File: config.mk
export PLATFORM = sky130hd
export DESIGN_NAME = deadline_timer_table_core
export DESIGN_NICKNAME = d
export VERILOG_FILES = /design/src/hw/rtl/dtt_pkg.sv /design/src/hw/rtl/deadline_timer_table_core.sv /design/src/hw/rtl/dtt_ram.sv /design/src/hw/rtl/dtt_alu.sv
export SDC_FILE = /design/constraint.sdc
export NUM_CORES = 2
export LEC_CHECK = 0
export BUFFER_PORTS_ARGS = -buffer_cell sky130_fd_sc_hd__buf_2
export CAP_MARGIN = 15
export CELL_PAD_IN_SITES_DETAIL_PLACEMENT = 0
export CELL_PAD_IN_SITES_GLOBAL_PLACEMENT = 2
export CORE_AREA = 8 8 553 555
export CTS_BUF_LIST = sky130_fd_sc_hd__clkbuf_8
export CTS_CLUSTER_SIZE = 40
export DETAILED_ROUTE_END_ITERATION = 10
export DIE_AREA = 0 0 561 563
export PLACE_DENSITY_LB_ADDON = 0.1
export SLEW_MARGIN = 20
export SYNTH_ARGS = -nofsm -noshare
export SYNTH_HDL_FRONTEND = slang
export SYNTH_SLANG_ARGS = --single-unit
File: constraint.sdc
create_clock -name clock -period 33.3 [get_ports clock]
set_clock_uncertainty 0.15 [all_clocks]
set_input_delay 1.665 -clock clock [delete_from_list [all_inputs] [get_ports clock]]
set_output_delay 1.665 -clock clock [all_outputs]
set_load 0.1 [all_outputs]
File: src/hw/rtl/dtt_pkg.sv
`default_nettype none

package dtt_pkg;

   // fixed field widths of the request and response beats
   localparam int OP_W     = 3;
   localparam int ID_W     = 4;
   localparam int PERIOD_W = 32;
   localparam int NOW_W    = 48;

   typedef enum logic [OP_W-1:0] {
      OP_ADD     = 3'd0,
      OP_CANCEL  = 3'd1,
      OP_REFRESH = 3'd2,
      OP_RESET   = 3'd3,
      OP_QUERY   = 3'd4,
      OP_COLLECT = 3'd5
   } opcode_type;

   typedef enum logic {
      ALU_ADD = 1'b0,  // saturating add
      ALU_SUB = 1'b1   // subtract, floored at zero; flags valid
   } alu_op_type;

   typedef struct packed {
      logic lt;  // (a, ia) before (b, ib)
      logic le;  // a <= b
   } alu_flags_type;

endpackage

`default_nettype wire

File: src/hw/rtl/deadline_timer_table_core.sv
`default_nettype none

// Deadline timer table: NUM_SLOTS timer slots with deadline, period and
// recurring mark in one single-port RAM; active marks live in flops.
// Request beat (req_valid/req_ready): opcode, slot, period, recurring,
// from-now flag and the current time. Response beats (rsp_valid/rsp_ready)
// carry ok, id, wake request, wait time, has-timer, expired and last.
// Collect returns one beat per due timer in (deadline, slot) order, or one
// beat if none is due; every other opcode returns one beat.
// req_ready is high only when the sequencer is idle. Every slot pass goes
// through the RAM one entry per cycle into one shared add/compare unit.
// Collect marks the due timers in one pass, then picks each beat in a
// further pass.
// A response register sits on the output: a finished beat waits there
// while the sequencer goes on, and with a stalled receiver the sequencer
// holds its next beat until the register frees up.
// Reset clears all active marks, the wake-pending flag and the response
// register; the RAM contents are not cleared and are only used for
// active slots.

module deadline_timer_table_core
   import dtt_pkg::*;
#(
   parameter int NUM_SLOTS = 16,
   parameter int TIME_BITS = 48
) (
   input  wire logic                clock,
   input  wire logic                reset,
   input  wire logic                req_valid,
   output logic                     req_ready,
   input  wire logic [OP_W-1:0]     req_opcode,
   input  wire logic [ID_W-1:0]     req_slot_id,
   input  wire logic [PERIOD_W-1:0] req_period_ms,
   input  wire logic                req_is_recurring,
   input  wire logic                req_from_now,
   input  wire logic [NOW_W-1:0]    req_now_ms,
   output logic                     rsp_valid,
   input  wire logic                rsp_ready,
   output logic                     rsp_ok,
   output logic      [ID_W-1:0]     rsp_result_id,
   output logic                     rsp_wake_request,
   output logic      [NOW_W-1:0]    rsp_wait_ms,
   output logic                     rsp_has_timer,
   output logic                     rsp_expired_valid,
   output logic                     rsp_last
);

   localparam int SW = $clog2(NUM_SLOTS);
   localparam int CW = $clog2(NUM_SLOTS + 1);
   localparam int AW = (TIME_BITS > PERIOD_W) ? TIME_BITS : PERIOD_W;
   localparam int DW = TIME_BITS + PERIOD_W + 1;
   localparam logic [TIME_BITS-1:0] TMAX = '1;
   localparam logic [CW-1:0]        NSLOT = CW'(NUM_SLOTS);

   typedef enum logic [8:0] {
      S_IDLE   = 9'b000000001,
      S_DECODE = 9'b000000010,
      S_FREE   = 9'b000000100,
      S_ADDW   = 9'b000001000,
      S_RDSLOT = 9'b000010000,
      S_SLOT   = 9'b000100000,
      S_RESET2 = 9'b001000000,
      S_SCAN   = 9'b010000000,
      S_RESP   = 9'b100000000
   } state_type;

   // what a slot pass is looking for
   typedef enum logic [1:0] {
      M_FRONT = 2'd0,  // is the target slot first in order
      M_MIN   = 2'd1,  // earliest active slot
      M_DUE   = 2'd2,  // mark due slots, count them
      M_PICK  = 2'd3   // earliest due slot not yet sent
   } mode_type;

   state_type              state_ff, state_in;
   mode_type               mode_ff, mode_in;
   logic [OP_W-1:0]        op_ff, op_in;
   logic [ID_W-1:0]        sid_ff, sid_in;
   logic [PERIOD_W-1:0]    per_ff, per_in;
   logic                   rec_ff, rec_in;
   logic                   fnow_ff, fnow_in;
   logic [TIME_BITS-1:0]   now_ff, now_in;
   logic [SW-1:0]          slot_ff, slot_in;
   logic [TIME_BITS-1:0]   ref_d_ff, ref_d_in;
   logic [PERIOD_W-1:0]    best_per_ff, best_per_in;
   logic                   best_rec_ff, best_rec_in;
   logic                   have_ff, have_in;
   logic                   front_ff, front_in;
   logic                   surv_ff, surv_in;
   logic                   more_ff, more_in;
   logic [NUM_SLOTS-1:0]   active_ff, active_in;
   logic [NUM_SLOTS-1:0]   due_ff, due_in;
   logic [CW-1:0]          act_cnt_ff, act_cnt_in;
   logic [CW-1:0]          n_ff, n_in;
   logic                   wake_pend_ff, wake_pend_in;
   logic [CW-1:0]          scan_cnt_ff, scan_cnt_in;
   logic                   rd_vld_ff, rd_vld_in;
   logic [SW-1:0]          rd_idx_ff, rd_idx_in;

   // pending response
   logic                   res_ok_ff, res_ok_in;
   logic [ID_W-1:0]        res_id_ff, res_id_in;
   logic                   res_wake_ff, res_wake_in;
   logic [TIME_BITS-1:0]   res_wait_ff, res_wait_in;
   logic                   res_ev_ff, res_ev_in;
   logic                   res_last_ff, res_last_in;

   // output register
   logic                   rsp_valid_ff;
   logic                   rsp_ok_ff;
   logic [ID_W-1:0]        rsp_id_ff;
   logic                   rsp_wake_ff;
   logic [TIME_BITS-1:0]   rsp_wait_ff;
   logic                   rsp_has_ff;
   logic                   rsp_ev_ff;
   logic                   rsp_last_ff;
   logic                   rsp_load;

   // slot RAM: {recurring, period, deadline}
   logic                   ram_en;
   logic                   ram_we;
   logic [SW-1:0]          ram_addr;
   logic [DW-1:0]          ram_wdata;
   logic [DW-1:0]          ram_rdata;
   logic [TIME_BITS-1:0]   q_dl;
   logic [PERIOD_W-1:0]    q_per;
   logic                   q_rec;

   // shared unit
   alu_op_type             alu_op;
   logic [AW-1:0]          alu_a;
   logic [AW-1:0]          alu_b;
   logic [AW-1:0]          alu_res;
   alu_flags_type          alu_flags;
   logic [TIME_BITS-1:0]   alu_t;

   logic                   sid_ok;
   logic                   act_i;
   logic                   scan_done;

   assign q_dl  = ram_rdata[TIME_BITS-1:0];
   assign q_per = ram_rdata[TIME_BITS +: PERIOD_W];
   assign q_rec = ram_rdata[DW-1];
   assign alu_t = alu_res[TIME_BITS-1:0];

   assign sid_ok    = 32'(sid_ff) < NUM_SLOTS;
   assign act_i     = active_ff[rd_idx_ff];
   assign scan_done = (scan_cnt_ff == NSLOT) && !rd_vld_ff;

   dtt_ram #(
      .WIDTH (DW),
      .DEPTH (NUM_SLOTS)
   ) u_slots (
      .clock (clock),
      .en    (ram_en),
      .we    (ram_we),
      .addr  (ram_addr),
      .wdata (ram_wdata),
      .rdata (ram_rdata)
   );

   dtt_alu #(
      .W  (AW),
      .TB (TIME_BITS),
      .SW (SW)
   ) u_alu (
      .op    (alu_op),
      .a     (alu_a),
      .b     (alu_b),
      .ia    (rd_idx_ff),
      .ib    (slot_ff),
      .res   (alu_res),
      .flags (alu_flags)
   );

   // operand select for the shared unit
   always_comb begin
      alu_op = ALU_SUB;
      alu_a  = AW'(q_dl);
      alu_b  = AW'(ref_d_ff);
      case (state_ff)
         S_ADDW: begin
            alu_op = ALU_ADD;
            alu_a  = AW'(now_ff);
            alu_b  = AW'(per_ff);
         end
         S_SLOT: begin
            if (op_ff == OP_REFRESH) begin
               alu_op = ALU_ADD;
               alu_a  = AW'(now_ff);
            end
            alu_b = AW'(q_per);
         end
         S_RESET2: begin
            alu_op = ALU_ADD;
            alu_a  = AW'(ref_d_ff);
            alu_b  = AW'(per_ff);
         end
         S_SCAN: begin
            if (rd_vld_ff) begin
               if (mode_ff == M_DUE) begin
                  alu_b = AW'(now_ff);
               end
            end else if (mode_ff == M_PICK) begin
               // reload of the picked slot
               alu_op = ALU_ADD;
               alu_a  = AW'(now_ff);
               alu_b  = AW'(best_per_ff);
            end else begin
               // wait time of the earliest slot
               alu_a = AW'(ref_d_ff);
               alu_b = AW'(now_ff);
            end
         end
         default: begin
         end
      endcase
   end

   // sequencer
   always_comb begin
      state_in     = state_ff;
      mode_in      = mode_ff;
      op_in        = op_ff;
      sid_in       = sid_ff;
      per_in       = per_ff;
      rec_in       = rec_ff;
      fnow_in      = fnow_ff;
      now_in       = now_ff;
      slot_in      = slot_ff;
      ref_d_in     = ref_d_ff;
      best_per_in  = best_per_ff;
      best_rec_in  = best_rec_ff;
      have_in      = 1'b0;
      front_in     = 1'b1;
      surv_in      = surv_ff;
      more_in      = more_ff;
      active_in    = active_ff;
      due_in       = due_ff;
      act_cnt_in   = act_cnt_ff;
      n_in         = n_ff;
      wake_pend_in = wake_pend_ff;
      scan_cnt_in  = '0;
      rd_vld_in    = 1'b0;
      rd_idx_in    = rd_idx_ff;
      res_ok_in    = res_ok_ff;
      res_id_in    = res_id_ff;
      res_wake_in  = res_wake_ff;
      res_wait_in  = res_wait_ff;
      res_ev_in    = res_ev_ff;
      res_last_in  = res_last_ff;
      ram_en       = 1'b0;
      ram_we       = 1'b0;
      ram_addr     = slot_ff;
      ram_wdata    = '0;
      rsp_load     = 1'b0;

      case (state_ff)
         S_IDLE: begin
            if (req_valid) begin
               op_in    = req_opcode;
               sid_in   = req_slot_id;
               per_in   = req_period_ms;
               rec_in   = req_is_recurring;
               fnow_in  = req_from_now;
               now_in   = TIME_BITS'(req_now_ms);
               state_in = S_DECODE;
            end
         end

         S_DECODE: begin
            res_ok_in   = 1'b0;
            res_id_in   = '0;
            res_wake_in = 1'b0;
            res_wait_in = '0;
            res_ev_in   = 1'b0;
            res_last_in = 1'b1;
            more_in     = 1'b0;
            slot_in     = sid_ok ? SW'(sid_ff) : '0;
            state_in    = S_RESP;
            case (op_ff)
               OP_ADD: begin
                  if (act_cnt_ff != NSLOT) begin
                     state_in = S_FREE;
                  end
               end
               OP_CANCEL: begin
                  res_id_in = sid_ff;
                  if (sid_ok && active_ff[SW'(sid_ff)]) begin
                     active_in[SW'(sid_ff)] = 1'b0;
                     act_cnt_in = act_cnt_ff - CW'(1);
                     res_ok_in  = 1'b1;
                  end
               end
               OP_REFRESH, OP_RESET: begin
                  res_id_in = sid_ff;
                  if (sid_ok && active_ff[SW'(sid_ff)]) begin
                     state_in = S_RDSLOT;
                  end
               end
               OP_QUERY: begin
                  wake_pend_in = 1'b0;
                  mode_in      = M_MIN;
                  state_in     = S_SCAN;
               end
               OP_COLLECT: begin
                  n_in     = '0;
                  surv_in  = 1'b0;
                  mode_in  = M_DUE;
                  state_in = S_SCAN;
               end
               default: begin
               end
            endcase
         end

         // lowest free slot; the table is known not to be full
         S_FREE: begin
            if (!active_ff[scan_cnt_ff[SW-1:0]]) begin
               slot_in  = scan_cnt_ff[SW-1:0];
               state_in = S_ADDW;
            end else begin
               scan_cnt_in = scan_cnt_ff + CW'(1);
            end
         end

         S_ADDW: begin
            ram_en             = 1'b1;
            ram_we             = 1'b1;
            ram_wdata          = {rec_ff, per_ff, alu_t};
            active_in[slot_ff] = 1'b1;
            act_cnt_in         = act_cnt_ff + CW'(1);
            ref_d_in           = alu_t;
            mode_in            = M_FRONT;
            state_in           = S_SCAN;
         end

         S_RDSLOT: begin
            ram_en   = 1'b1;
            state_in = S_SLOT;
         end

         S_SLOT: begin
            if (op_ff == OP_REFRESH) begin
               ram_en    = 1'b1;
               ram_we    = 1'b1;
               ram_wdata = {q_rec, q_per, alu_t};
               res_ok_in = 1'b1;
               state_in  = S_RESP;
            end else if (q_per == per_ff && !fnow_ff) begin
               // same period, old start: nothing moves
               res_ok_in = 1'b1;
               state_in  = S_RESP;
            end else begin
               rec_in   = q_rec;
               ref_d_in = fnow_ff ? now_ff : alu_t;
               state_in = S_RESET2;
            end
         end

         S_RESET2: begin
            ram_en    = 1'b1;
            ram_we    = 1'b1;
            ram_wdata = {rec_ff, per_ff, alu_t};
            ref_d_in  = alu_t;
            mode_in   = M_FRONT;
            state_in  = S_SCAN;
         end

         S_SCAN: begin
            have_in     = have_ff;
            front_in    = front_ff;
            scan_cnt_in = scan_cnt_ff;

            // compare the entry read last cycle
            if (rd_vld_ff) begin
               case (mode_ff)
                  M_FRONT: begin
                     if (act_i && rd_idx_ff != slot_ff && alu_flags.lt) begin
                        front_in = 1'b0;
                     end
                  end
                  M_MIN: begin
                     if (act_i && (!have_ff || alu_flags.lt)) begin
                        have_in  = 1'b1;
                        ref_d_in = q_dl;
                        slot_in  = rd_idx_ff;
                     end
                  end
                  M_DUE: begin
                     if (act_i && alu_flags.le) begin
                        due_in[rd_idx_ff] = 1'b1;
                        n_in = n_ff + CW'(1);
                     end
                     if (act_i && !(alu_flags.le && !q_rec)) begin
                        surv_in = 1'b1;
                     end
                  end
                  M_PICK: begin
                     if (due_ff[rd_idx_ff] && (!have_ff || alu_flags.lt)) begin
                        have_in     = 1'b1;
                        ref_d_in    = q_dl;
                        slot_in     = rd_idx_ff;
                        best_per_in = q_per;
                        best_rec_in = q_rec;
                     end
                  end
                  default: begin
                  end
               endcase
            end

            // issue the next read
            if (scan_cnt_ff != NSLOT) begin
               ram_en      = 1'b1;
               ram_addr    = scan_cnt_ff[SW-1:0];
               rd_vld_in   = 1'b1;
               rd_idx_in   = scan_cnt_ff[SW-1:0];
               scan_cnt_in = scan_cnt_ff + CW'(1);
            end

            if (scan_done) begin
               state_in = S_RESP;
               case (mode_ff)
                  M_FRONT: begin
                     res_ok_in = 1'b1;
                     res_id_in = ID_W'(slot_ff);
                     if (front_ff && !wake_pend_ff) begin
                        res_wake_in  = 1'b1;
                        wake_pend_in = 1'b1;
                     end
                  end
                  M_MIN: begin
                     res_ok_in   = 1'b1;
                     res_wait_in = have_ff ? alu_t : TMAX;
                  end
                  M_DUE: begin
                     res_ok_in = 1'b1;
                     if (n_ff != '0) begin
                        mode_in     = M_PICK;
                        state_in    = S_SCAN;
                        scan_cnt_in = '0;
                        have_in     = 1'b0;
                     end
                  end
                  M_PICK: begin
                     if (best_rec_ff) begin
                        ram_en    = 1'b1;
                        ram_we    = 1'b1;
                        ram_addr  = slot_ff;
                        ram_wdata = {1'b1, best_per_ff, alu_t};
                     end else begin
                        active_in[slot_ff] = 1'b0;
                        act_cnt_in = act_cnt_ff - CW'(1);
                     end
                     due_in[slot_ff] = 1'b0;
                     n_in        = n_ff - CW'(1);
                     res_ok_in   = 1'b1;
                     res_id_in   = ID_W'(slot_ff);
                     res_ev_in   = 1'b1;
                     res_last_in = (n_ff == CW'(1));
                     more_in     = (n_ff != CW'(1));
                  end
                  default: begin
                  end
               endcase
            end
         end

         S_RESP: begin
            if (!rsp_valid_ff || rsp_ready) begin
               rsp_load = 1'b1;
               if (more_ff) begin
                  mode_in  = M_PICK;
                  state_in = S_SCAN;
               end else begin
                  state_in = S_IDLE;
               end
            end
         end

         default: begin
            state_in = S_IDLE;
         end
      endcase
   end

   // control state
   always_ff @(posedge clock) begin
      if (reset) begin
         state_ff     <= S_IDLE;
         mode_ff      <= M_FRONT;
         active_ff    <= '0;
         due_ff       <= '0;
         act_cnt_ff   <= '0;
         n_ff         <= '0;
         wake_pend_ff <= 1'b0;
         scan_cnt_ff  <= '0;
         rd_vld_ff    <= 1'b0;
         have_ff      <= 1'b0;
         front_ff     <= 1'b1;
         more_ff      <= 1'b0;
         rsp_valid_ff <= 1'b0;
      end else begin
         state_ff     <= state_in;
         mode_ff      <= mode_in;
         active_ff    <= active_in;
         due_ff       <= due_in;
         act_cnt_ff   <= act_cnt_in;
         n_ff         <= n_in;
         wake_pend_ff <= wake_pend_in;
         scan_cnt_ff  <= scan_cnt_in;
         rd_vld_ff    <= rd_vld_in;
         have_ff      <= have_in;
         front_ff     <= front_in;
         more_ff      <= more_in;
         if (rsp_load) begin
            rsp_valid_ff <= 1'b1;
         end else if (rsp_ready) begin
            rsp_valid_ff <= 1'b0;
         end
      end
   end

   // payload
   always_ff @(posedge clock) begin
      op_ff       <= op_in;
      sid_ff      <= sid_in;
      per_ff      <= per_in;
      rec_ff      <= rec_in;
      fnow_ff     <= fnow_in;
      now_ff      <= now_in;
      slot_ff     <= slot_in;
      ref_d_ff    <= ref_d_in;
      best_per_ff <= best_per_in;
      best_rec_ff <= best_rec_in;
      surv_ff     <= surv_in;
      rd_idx_ff   <= rd_idx_in;
      res_ok_ff   <= res_ok_in;
      res_id_ff   <= res_id_in;
      res_wake_ff <= res_wake_in;
      res_wait_ff <= res_wait_in;
      res_ev_ff   <= res_ev_in;
      res_last_ff <= res_last_in;
      if (rsp_load) begin
         rsp_ok_ff   <= res_ok_ff;
         rsp_id_ff   <= res_id_ff;
         rsp_wake_ff <= res_wake_ff;
         rsp_wait_ff <= res_wait_ff;
         // collect reports the table as it stands after all reloads
         rsp_has_ff  <= (op_ff == OP_COLLECT) ? surv_ff : (act_cnt_ff != '0);
         rsp_ev_ff   <= res_ev_ff;
         rsp_last_ff <= res_last_ff;
      end
   end

   assign req_ready         = (state_ff == S_IDLE);
   assign rsp_valid         = rsp_valid_ff;
   assign rsp_ok            = rsp_ok_ff;
   assign rsp_result_id     = rsp_id_ff;
   assign rsp_wake_request  = rsp_wake_ff;
   assign rsp_wait_ms       = NOW_W'(rsp_wait_ff);
   assign rsp_has_timer     = rsp_has_ff;
   assign rsp_expired_valid = rsp_ev_ff;
   assign rsp_last          = rsp_last_ff;

   a_act_count: assert property (@(posedge clock) disable iff (reset)
      $countones(active_ff) == int'(act_cnt_ff))
      else $error("active count out of step with active marks");

   a_due_count: assert property (@(posedge clock) disable iff (reset)
      $countones(due_ff) == int'(n_ff))
      else $error("due count out of step with due marks");

   a_due_idle: assert property (@(posedge clock) disable iff (reset)
      (state_ff == S_IDLE) |-> (due_ff == '0))
      else $error("collect left due slots unsent");

   a_pick_nonempty: assert property (@(posedge clock) disable iff (reset)
      (state_ff == S_SCAN && mode_ff == M_PICK) |-> (n_ff != '0))
      else $error("pick pass with no due slot left");

   a_wake_ok: assert property (@(posedge clock) disable iff (reset)
      (rsp_valid && rsp_wake_request) |-> (rsp_ok && !rsp_expired_valid))
      else $error("wake request on a failed or expiry beat");

endmodule

`default_nettype wire

File: src/hw/rtl/dtt_ram.sv
`default_nettype none

module dtt_ram #(
   parameter int WIDTH = 8,
   parameter int DEPTH = 16
) (
   input  wire logic                     clock,
   input  wire logic                     en,
   input  wire logic                     we,
   input  wire logic [$clog2(DEPTH)-1:0] addr,
   input  wire logic [WIDTH-1:0]         wdata,
   output logic      [WIDTH-1:0]         rdata
);

   logic [WIDTH-1:0] mem [DEPTH];

   always_ff @(posedge clock) begin
      if (en) begin
         if (we) begin
            mem[addr] <= wdata;
         end else begin
            rdata <= mem[addr];
         end
      end
   end

endmodule

`default_nettype wire

File: src/hw/rtl/dtt_alu.sv
`default_nettype none

module dtt_alu
   import dtt_pkg::*;
#(
   parameter int W  = 48,
   parameter int TB = 48,
   parameter int SW = 4
) (
   input  wire alu_op_type     op,
   input  wire logic [W-1:0]   a,
   input  wire logic [W-1:0]   b,
   input  wire logic [SW-1:0]  ia,
   input  wire logic [SW-1:0]  ib,
   output logic      [W-1:0]   res,
   output alu_flags_type       flags
);

   localparam logic [W-1:0] TOP = W'({TB{1'b1}});

   logic [W:0]   sum;
   logic [W-1:0] b_op;
   logic         carry;
   logic         over;
   logic         eq;

   // one adder: a + b, or a + ~b + 1
   assign b_op  = (op == ALU_ADD) ? b : ~b;
   assign sum   = {1'b0, a} + {1'b0, b_op} + {{W{1'b0}}, (op == ALU_SUB)};
   assign carry = sum[W];
   assign over  = (sum >> TB) != '0;
   assign eq    = (a == b);

   always_comb begin
      if (op == ALU_ADD) begin
         res = over ? TOP : sum[W-1:0];
      end else begin
         res = carry ? sum[W-1:0] : '0;
      end
   end

   assign flags.lt = !carry || (eq && (ia < ib));
   assign flags.le = !carry || eq;

endmodule

`default_nettype wire
==> reports/qor.yml <==
yosys:
  synth_cells: 4513
  syn_avg_cell_area_um2: 16.39
  ys_seq_elements: 1733
  synthFlopType: "edfxtp_1"
  synth_cell_types: 83
  synth_nets: 4671
  synth_top_cells_by_area: "edfxtp_1 (68%), mux4_2 (10%), a22oi_1 (2.6%)"
  yosysTopAreaCellShare_pct: 67.77
  synth_top_area_cell: "edfxtp_1"
  ys_seq_area_share_pct: 69.50
  synth_area_um2: 73950
  synth_edf_count: 1669
  async_flop_share_pct: 0
  ys_warn_count: 0
clock_tree:
  cts_htree_levels: 5
  cts_tree: "yes"
  postCtsSetupRepairBufs: 0
  cts_buffers: 324
  clk_latency_ps: 1050
  cts_buffer_depth: 4
  ctsHoldBuffers: 0
  ctsResizeCount: 0
  cts_sinks: 1733
  cts_root_buf: "clkbuf_8"
  clkTransAtPathRegs_ps: 60
run_status:
  status: "finished clean"
setup_path:
  cp_slowest_cell: "nand3_1"
  path_cells: "nor4_1, and3_1, buf_4, inv_1, o21ai_4, nand3_1, a222oi_1, inv_1, ha_1, a211oi_1, o211ai_1, nand2_1, o41ai_1, buf_4, o211ai_1, a21oi_1, o211ai_1, and2_1, buf_4, a21oi_1, and2_1, a2111oi_2, buf_4"
  reg2reg_slack_ps: 24070
  path_max_fanout: 48
  crit_top_cell: "buf_4"
  crit_arrival_ps: 9670
  end_kind: "register"
  cp-start-kind: "register"
  required_ps: 33740
  path_class: "reg2reg"
  cpPeakStageDelay_ps: 830
sta:
  period_share_pct: 27.73
  fin_tns_setup_ps: 0
  relSlewSlack_pct: 22.15
  fin_crit_ps: 9233
  drv_slew: 0
  tightest_slew_ps: 1164
  hold_viol: 0
  setup_viol: 0
  hold-worst-slack_ps: 266.5
  rsz0062_at_grt: "no"
  max_freq_mhz: 108.3
power_and_ir_drop:
  peakVddDrop_v: 0.00002657
  p_per_area_nw_per_um2: 52.01
  total_power_mw: 4.469
  p_leak_nw: 27.70
global_route:
  antenna_found_initial: 14
  grtUsageTotal_pct: 18.00
  grt_pass1_vias: 46720
  grt_max_degree: 91
  grt_first_pass_wirelength_um: 402500
  grt_overflow: 0
drt:
  vias: 44440
  initialDrtViolationCount: 3445
  avgRoutedWirePerCell_um: 32.40
  postRouteAntennaNets: 0
  vias_per_cell: 4.909
  drc_errors: 0
  first_pass_iters: 6
  drt_wl_total_um: 293300
finish:
  fin_area_um2: 85920
  final_nets: 4996
  final_util_pct: 28.86
  drive_gt1_share_pct: 21.57
  syn_to_final_growth_pct: 16.18
place:
  postPlaceCellArea_um2: 79910
  io_buffers: 151
  hpwl_um: 185100
  routabilityCongestion: 0.8343
floorplanning:
  die_w_um: 561
  start_util_pct: 24.84
  dieHeight_um: 563
  core-area_um2: 297800
  die_area_um2: 315800
  rows: 201
  boundaryPins: 152
run:
  drv_cap: 0
min_path:
  hp-class: "reg2reg"
## path summary, 6_finish.rpt
check | depth (start not counted) | end | start
max | 23 | ref_d_ff[17] | state_ff[8]
min | 0 | rsp_wait_ms[37] | res_wait_ff[37]
max reg2reg | 23 | ref_d_ff[17] | state_ff[8]
min reg2reg | 0 | rsp_wait_ms[37] | res_wait_ff[37]
## routing by layer
layer,vias up,GRT usage [%],share of wire (%)
li1,18980,-,-
met4,2,4.335,2.4
met1,23930,24.10,45
met3,378,2.464,3.7
met2,1147,30.93,49
met5,-,0,0.0044
## kinds of logic after synthesis
family                     after synthesis  share of synthesized area [%]
muxes                                  419                          11.50
adders and majority gates               80                          1.323
AOI/OAI and AO/OA                      954                          8.960
xor gates and xnor gates               164                          1.942
buffers and inverters                  348                          1.810
DFF                                   1733                          69.50
and+or+nand+nor                        815                          4.964
## area by class of cell
cell class | instances | area [um2]
fillers | 29750 | 211800
flip-flops and latches | 1733 | 51400
multi-input cells | 2432 | 21570
well taps | 3958 | 4952
clock buffers | 330 | 4542
repair buffers | 281 | 1769
clock inverters | 248 | 1420
inverters | 66 | 255.2
diodes | 4 | 10.01
## where the power goes
| group | switching [mW] | internal [mW] | total (mW) |
|---|---|---|---|
| registers | 0.0363 | 2.37 | 2.41 |
| clock network | 0.953 | 1.01 | 1.97 |
| logic | 0.0627 | 0.0292 | 0.0919 |
## metrics by stage
| stage | setup slack, ps | std cells |
|---|---|---|
| after floorplan | 21850 | 4513 |
| after global placement | 24080 | 8469 |
| after detailed placement | 24080 | 8469 |
| after CTS | 23960 | 9047 |
| after global routing | 23370 | 9052 |
| final | 24070 | 9052 |
## flip-flops by register name, indices dropped and copies added (netlist names), 3 cells and up
name	count
res_id_ff	4
u_slots.rdata	81
res_wait_ff	48
state_ff	9
now_ff	48
n_ff	5
act_cnt_ff	5
per_ff	32
u_slots.mem	1296
best_per_ff	32
due_ff	16
ref_d_ff	48
active_ff	16
scan_cnt_ff	5
sid_ff	4
slot_ff	4
op_ff	3
rsp_result_id	4
rd_idx_ff	4
rsp_wait_ms	48
## cells in the final DEF, fill, tap and decap left out, types with 13 or more instances in the layout
master | Yosys | layout
nor2_1 | 280 | 262
buf_4 | 3 | 127
buf_2 | 11 | 151
nand3_1 | 57 | 56
a211oi_1 | 25 | 25
edfxtp_1 | 1669 | 1669
and3_1 | 26 | 23
a22o_1 | 22 | 22
o2bb2ai_1 | 14 | 14
o21ai_0 | 136 | 135
nor4_1 | 22 | 18
nand4_1 | 23 | 23
xnor2_1 | 98 | 98
mux4_2 | 344 | 344
o21bai_1 | 13 | 13
a31oi_1 | 25 | 25
o22ai_1 | 13 | 13
a21oi_1 | 206 | 202
inv_1 | 64 | 152
dfxtp_1 | 64 | 62
clkinv_2 | 0 | 30
nor3_1 | 32 | 30
a22oi_1 | 252 | 252
and2_1 | 15 | 14
maj3_1 | 15 | 15
clkinv_1 | 0 | 95
nand2_1 | 281 | 277
nor2b_1 | 19 | 15
a222oi_1 | 17 | 17
a211o_1 | 14 | 14
clkbuf_8 | 0 | 330
xor2_1 | 66 | 66
o221ai_1 | 28 | 28
ha_1 | 63 | 62
a221o_1 | 58 | 58
mux2i_1 | 70 | 68
a21o_1 | 31 | 31
a41oi_1 | 16 | 16
## Yosys cell counts, drive strengths merged, types with 63 or more instances
| cell | instances |
|---|---|
| nand2 | 282 |
| o21ai | 143 |
| edfxtp | 1669 |
| xnor2 | 98 |
| clkbuf | 201 |
| buf | 81 |
| inv | 66 |
| ha | 63 |
| dfxtp | 64 |
| mux4 | 344 |
| mux2i | 70 |
| a22oi | 252 |
| nor2 | 280 |
| xor2 | 66 |
| a21oi | 206 |
## critical path, delay by kind of cell (launching register included)
family / cells / cell delay (ps)
adder cells (fa/ha/maj): 1 / 400
AND/OR/NAND/NOR: 6 / 2430
buffers and inverters: 6 / 2070
flip-flops: 1 / 440
AO/OA/AOI/OAI: 10 / 3170
(Power assumes the default switching activity.)
